$ cat src/rtl/tdps_pkg.sv
// types, codes and helpers shared by the task scheduler modules
`timescale 1ns / 1ps
`default_nettype none

package tdps_pkg;

  // input transaction
  typedef struct packed {
    logic        action;
    logic [15:0] task_id;
    logic [2:0]  priority_level;
    logic [15:0] burst_count;
    logic [15:0] burst_length;
    logic [15:0] block_length;
    logic [31:0] arrival_tick;
  } in_item_t;

  // result transaction
  typedef struct packed {
    logic        add_rejected;
    logic        running_valid;
    logic [15:0] running_id;
    logic        exit_valid;
    logic [15:0] exit_id;
    logic [31:0] departure_tick;
    logic [31:0] ready_total;
    logic [31:0] run_total;
    logic [31:0] blocked_total;
    logic [31:0] turnaround;
  } out_item_t;

  // one entry of the task table
  typedef struct packed {
    logic [15:0] id;
    logic [2:0]  prio;
    logic [15:0] bursts_left;
    logic [15:0] burst_len;
    logic [15:0] block_len;
    logic [31:0] arrival;
    logic [31:0] entered;
    logic [2:0]  phase;
    logic [31:0] t_ready;
    logic [31:0] t_run;
    logic [31:0] t_blocked;
  } task_rec_t;

  // task phase codes
  localparam logic [2:0] PH_NEW   = 3'd0;
  localparam logic [2:0] PH_READY = 3'd1;
  localparam logic [2:0] PH_RUN   = 3'd2;
  localparam logic [2:0] PH_BLOCK = 3'd3;
  localparam logic [2:0] PH_DONE  = 3'd4;

  // action codes
  localparam logic ACT_ADD  = 1'b0;
  localparam logic ACT_TICK = 1'b1;

  // ready queue indexes
  localparam logic [1:0] Q_TOP = 2'd0;
  localparam logic [1:0] Q_MID = 2'd1;
  localparam logic [1:0] Q_BOT = 2'd2;

  // operations of the shared record update unit
  typedef enum logic [1:0] {
    OP_AGE    = 2'd0,
    OP_WAKE   = 2'd1,
    OP_ARRIVE = 2'd2,
    OP_RUN    = 2'd3
  } ev_op_e;

  // status from the record update unit
  typedef struct packed {
    logic        push;
    logic [1:0]  qsel;
    logic        halt;
    logic        blk;
    logic [31:0] turn;
  } ev_res_t;

  // ready queue for a priority under the given mode
  function automatic logic [1:0] queue_sel(input logic [2:0] prio, input logic mode);
    logic [1:0] q;
    q = Q_TOP;
    if (mode) begin
      if (prio == 3'd1) q = Q_TOP;
      else if (prio == 3'd2) q = Q_MID;
      else q = Q_BOT;
    end
    return q;
  endfunction

endpackage

`default_nettype wire

$ cat src/rtl/tdps_eval.sv
// shared record update unit: aging, wake-up, arrival and dispatch of one task
`timescale 1ns / 1ps
`default_nettype none

module tdps_eval (
  input  tdps_pkg::ev_op_e    op_i,
  input  tdps_pkg::task_rec_t rec_i,
  input  logic [31:0]         now_i,
  input  logic                mode_i,
  output tdps_pkg::task_rec_t rec_o,
  output tdps_pkg::ev_res_t   res_o
);
  import tdps_pkg::*;

  logic [31:0] diff;
  logic        hit_burst;
  logic        hit_block;

  // ticks since the task entered its phase
  assign diff      = now_i - rec_i.entered;
  assign hit_burst = (diff == {16'd0, rec_i.burst_len});
  assign hit_block = (diff == {16'd0, rec_i.block_len});

  // per-operation record update
  always_comb begin
    rec_o      = rec_i;
    res_o      = '0;
    res_o.qsel = queue_sel(rec_i.prio, mode_i);
    res_o.turn = now_i - rec_i.arrival;
    unique case (op_i)
      OP_AGE: begin
        case (rec_i.phase)
          PH_READY: rec_o.t_ready = rec_i.t_ready + 32'd1;
          PH_RUN: begin
            rec_o.t_run = rec_i.t_run + 32'd1;
            if (hit_burst) rec_o.bursts_left = rec_i.bursts_left - 16'd1;
            if (rec_o.bursts_left == 16'd0) begin
              res_o.halt    = 1'b1;
              rec_o.phase   = PH_DONE;
              rec_o.entered = now_i;
            end else if (hit_burst) begin
              res_o.blk     = 1'b1;
              rec_o.phase   = PH_BLOCK;
              rec_o.entered = now_i;
            end
          end
          PH_BLOCK: begin
            rec_o.t_blocked = rec_i.t_blocked + 32'd1;
            if (hit_block) rec_o.phase = PH_READY;
          end
          default: ;
        endcase
      end
      OP_WAKE: begin
        if (rec_i.phase != PH_BLOCK) begin
          rec_o.phase   = PH_READY;
          rec_o.entered = now_i;
          res_o.push    = 1'b1;
        end
      end
      OP_ARRIVE: begin
        if (rec_i.phase == PH_NEW && rec_i.arrival == now_i) begin
          rec_o.phase   = PH_READY;
          rec_o.entered = now_i;
          res_o.push    = 1'b1;
        end
      end
      OP_RUN: begin
        rec_o.phase   = PH_RUN;
        rec_o.entered = now_i;
      end
      default: ;
    endcase
  end

endmodule

`default_nettype wire

$ cat config.mk
export PLATFORM = sky130hd
export DESIGN_NAME = tdps_eval
export DESIGN_NICKNAME = d
export VERILOG_FILES = /design/src/rtl/tdps_pkg.sv /design/src/rtl/tdps_eval.sv
export SDC_FILE = /design/constraint.sdc
export NUM_CORES = 1
export LEC_CHECK = 0
export ABC_AREA = 1
export BUFFER_PORTS_ARGS = -buffer_cell sky130_fd_sc_hd__buf_4
export CAP_MARGIN = 20
export CORE_AREA = 2 2 208 210
export DETAILED_ROUTE_END_ITERATION = 7
export DIE_AREA = 0 0 210 212
export SKIP_LAST_GASP = 1
export SLEW_MARGIN = 0
export SYNTH_ARGS = -nofsm -noshare
export SYNTH_HDL_FRONTEND = slang
export SYNTH_SLANG_ARGS = --single-unit
$ cat constraint.sdc
create_clock -name vclk -period 3.65
set_input_delay 0 -clock vclk [all_inputs]
set_output_delay 0 -clock vclk [all_outputs]
set_load 0.02 [all_outputs]
# ---- After elaboration in Yosys (flattened, before gate mapping)
# Cells that the tools add are included.
dict set report totals {
  inputBits 265
  regBits 0
}
dict set report op_classes {
  muxes 28
  eq_ne 12
  n_reduce_logical 4
  addsub 6
}
# cell count
set ops {}
lappend ops {{$mux 35} 4}
lappend ops {{$pmux 35 s4} 1}
lappend ops {{$mux 32} 4}
lappend ops {{$add 32x1->32 const B} 3}
lappend ops {{$mux 96} 1}
lappend ops {{$mux 16} 5}
lappend ops {{$eq 32x16->1} 2}
lappend ops {{$sub 32x32->32} 2}
lappend ops {{$eq 32x32->1} 1}
lappend ops {{$logic_not 16->1} 1}
lappend ops {{$sub 16x1->16 const B} 1}
lappend ops {{$mux 2} 5}
lappend ops {{$eq 3x2->1 const B} 3}
lappend ops {{$eq 3x1->1 const B} 2}
lappend ops {{$pmux 3 s2} 1}
lappend ops {{$mux 1} 5}
lappend ops {{$eq 2x2->1 const B} 2}
lappend ops {{$logic_not 3->1} 1}
lappend ops {{$mux 3} 1}
lappend ops {{$ne 3x2->1 const B} 1}
lappend ops {{$eq 2x1->1 const B} 1}
lappend ops {{$logic_not 2->1} 1}
lappend ops {{$pmux 1 s2} 1}
lappend ops {{$logic_and 1x1->1} 1}

# ---- Logic depth before layout (Yosys ltp)
dict set report depth {
  depth_word 9
  mapped_depth 29
  ltp_nobuf 28
}

# ---- Least setup slack after synthesis
# Ideal clock, no wire load.
dict set report synth_path {
  path_type {in2out}
  from {input now_i[0]}
  to {output rec_o[98] (netlist name)}
  required_ns 3.650
  slack_ns 0.817
  path_stages 23
  arrival_time_ns 2.833
  path_buffers 1
  cell_sequence {inv_1 -> ha_1 -> fa_1 -> inv_1 -> nand2_1 -> nand2_1 -> nand3_1 -> nand2_1 -> nand2_1 -> nand3_1 -> nand2_1 -> nor2_2 -> nand2_1 -> nor2_1 -> nand3_2 -> nor2_4 -> nand3_2 -> nand2_1 -> nand2_1 -> inv_2 -> nand4_4 -> buf_2 -> o21ai_0}
}
# item line_no
set synth_rtl {}
lappend synth_rtl {{start, declared} tdps_eval.sv:8} ;# input logic [31:0] now_i,
lappend synth_rtl {{end, declared} tdps_eval.sv:10} ;# output tdps_pkg::task_rec_t rec_o,

==> results_dict.tcl <==
set metrics [dict create \
    syn_to_final_growth_pct 39.15 \
    vias 14210 \
    yosysWarningCount 0 \
    rows 76 \
    post-route-period-util 0.9291 \
    hold_depth 0 \
    crit_type "in2out" \
    wl_per_cell_um 18.78 \
    fin_total_pwr_mw 2.346 \
    routabilityCongestion 0.9532 \
    grt_first_pass_wirelength_mm 80.14 \
    grt_pass1_vias 13550 \
    placement.io_buffers 500 \
    place_hpwl_mm 48.74 \
    flops_and_latches 0 \
    dr.first_iter.drc_count 1205 \
    netlist_instances 1984 \
    tightest_slew_ns 0.7559 \
    status "finished, final reports clean" \
    finalInstanceArea_um2 14560 \
    crit_path_end_kind "primary output" \
    start_util 0.2461 \
    required_ns 3.65 \
    mostFrequentLayoutCell "nand2_1" \
    cts_hold_buf 0 \
    grt-ovfl-total 0 \
    use_met2 0.4074 \
    die_y_um 212 \
    synth_nets 2323 \
    crit_family "simple AND/OR/NAND/NOR gates" \
    busiest_layer "met2" \
    crit_buf_inv 6 \
    hold_viol 0 \
    hold_path_class "in2out" \
    crit_arrival_ns 3.39 \
    grt_use_met1 0.3175 \
    maxCapViolations 0 \
    max_stage_delay_ns 0.38 \
    dp.cells 2945 \
    leakage_nw 8.361 \
    min_period_ns 3.391 \
    syn_area_um2 10460 \
    vdd_drop_max_v 0.0001146 \
    core-area_um2 42510 \
    relSlewSlack 0.4914 \
    drcViolationCount 0 \
    pin_count 532 \
    final_antenna_net_count 0 \
    cp-start-kind "primary input" \
    max_freq_mhz 294.9 \
    drive_gt1_frac 0.2673 \
    synth_cell_type_count 52 \
    dieWidth_um 210 \
    grt_max_degree 39 \
    placed_area_um2 14340 \
    slew_viol_final 0 \
    nClkBuffers 0 \
    avgViaCountPerCell 4.808 \
    register_area_um2 0 \
    setup_viol 0 \
    instances_no_fill 2956 \
    cpMostUsedCell "nand2_1" \
    avgSynthCellArea_um2 5.273 \
    firstDrtPassIters 5 \
    finalNetCount 2750 \
    dieArea_um2 44520 \
    cp_slowest_cell "ha_2" \
    power_density_nw_per_um2 161.1 \
    antenna_found_initial 2 \
    grt_usage 0.2323 \
    drt_wl_total_mm 55.52 \
    cp_max_fo 7 \
    synth-seq-area-share 0 \
    grtUsageMet3 0.01920 \
    final_cell_mix "nand2_1 (552), buf_4 (530), inv_1 (400)" \
    path_depth 26 \
]
## what timing repair did
action                     4_1_cts  5_1_grt
resized for setup                0       26
setup endpoints to repair        0       35
buffers inserted                 0        8
hold endpoints to repair         0        0
## Yosys cell counts, types with 12 or more instances
library cell,number,area [µm²]
nand4_1,46,287.8
nor2_1,143,536.8
buf_4,86,645.6
xor2_1,93,814.5
nand2_1,556,2087
ha_1,72,900.9
nand3_2,37,370.4
nand2_2,12,75.07
inv_1,404,1516
nor3_1,43,215.2
nand3_1,184,920.9
o22ai_1,35,219.0
a21oi_1,60,300.3
nor4_1,20,125.1
xnor2_1,47,411.6
o21ai_0,30,150.1
clkbuf_1,15,56.30
## through the flow
| stage | TNS (ns) | hold slack [ns] | setup slack, ns | util |
|---|---|---|---|---|
| finish | 0 | 0.000008831 | 0.2588 | 0.3425 |
| global route | -0.04036 | 0.00003246 | -0.01340 | 0.3425 |
| CTS | 0 | 0.0001367 | 0.1982 | 0.3373 |
| detailed placement | 0 | 0.0001367 | 0.2101 | 0.3373 |
| global placement | 0 | 0.0001367 | 0.2426 | 0.3373 |
| floorplan | 0 | 0.08276 | 0.8168 | - |
## worst paths after layout
| check | start | to |
|---|---|---|
| setup / recovery | rec_i[111] | rec_o[116] |
| hold / removal | rec_i[220] | rec_o[220] |
## area by class of cell
class,count,area [µm²]
Fill cell,4799,27950
Timing Repair Buffer,537,4111
Antenna cell,1,2.502
Tap cell,546,683.2
Multi-Input combinational cell,1456,8189
Inverter,416,1573
## routing by layer
| layer | vias up | routed length [µm] |
|---|---|---|
| li1 | 7038 | - |
| met1 | 6625 | 25000 |
| met2 | 501 | 26920 |
| met3 | 49 | 2763 |
| met4 | 0 | 846 |
| met5 | - | 0 |
## report_power, final
group / internal, mW / switching [mW]
sequential: 0 / 0
clock: 0.0000000366 / 0
combinational: 0.896 / 1.45
total: 0.896 / 1.45
## cell families after synthesis
logic type	count (synthesis)	synth area share
AND/OR/NAND/NOR	1078	0.4746
buffers and inverters	528	0.2259
AO/OA/AOI/OAI	163	0.09125
XOR/XNOR	140	0.1172
adder cells (fa/ha/maj)	74	0.08993
multiplexers	1	0.001076
(Power assumes the default switching activity.)
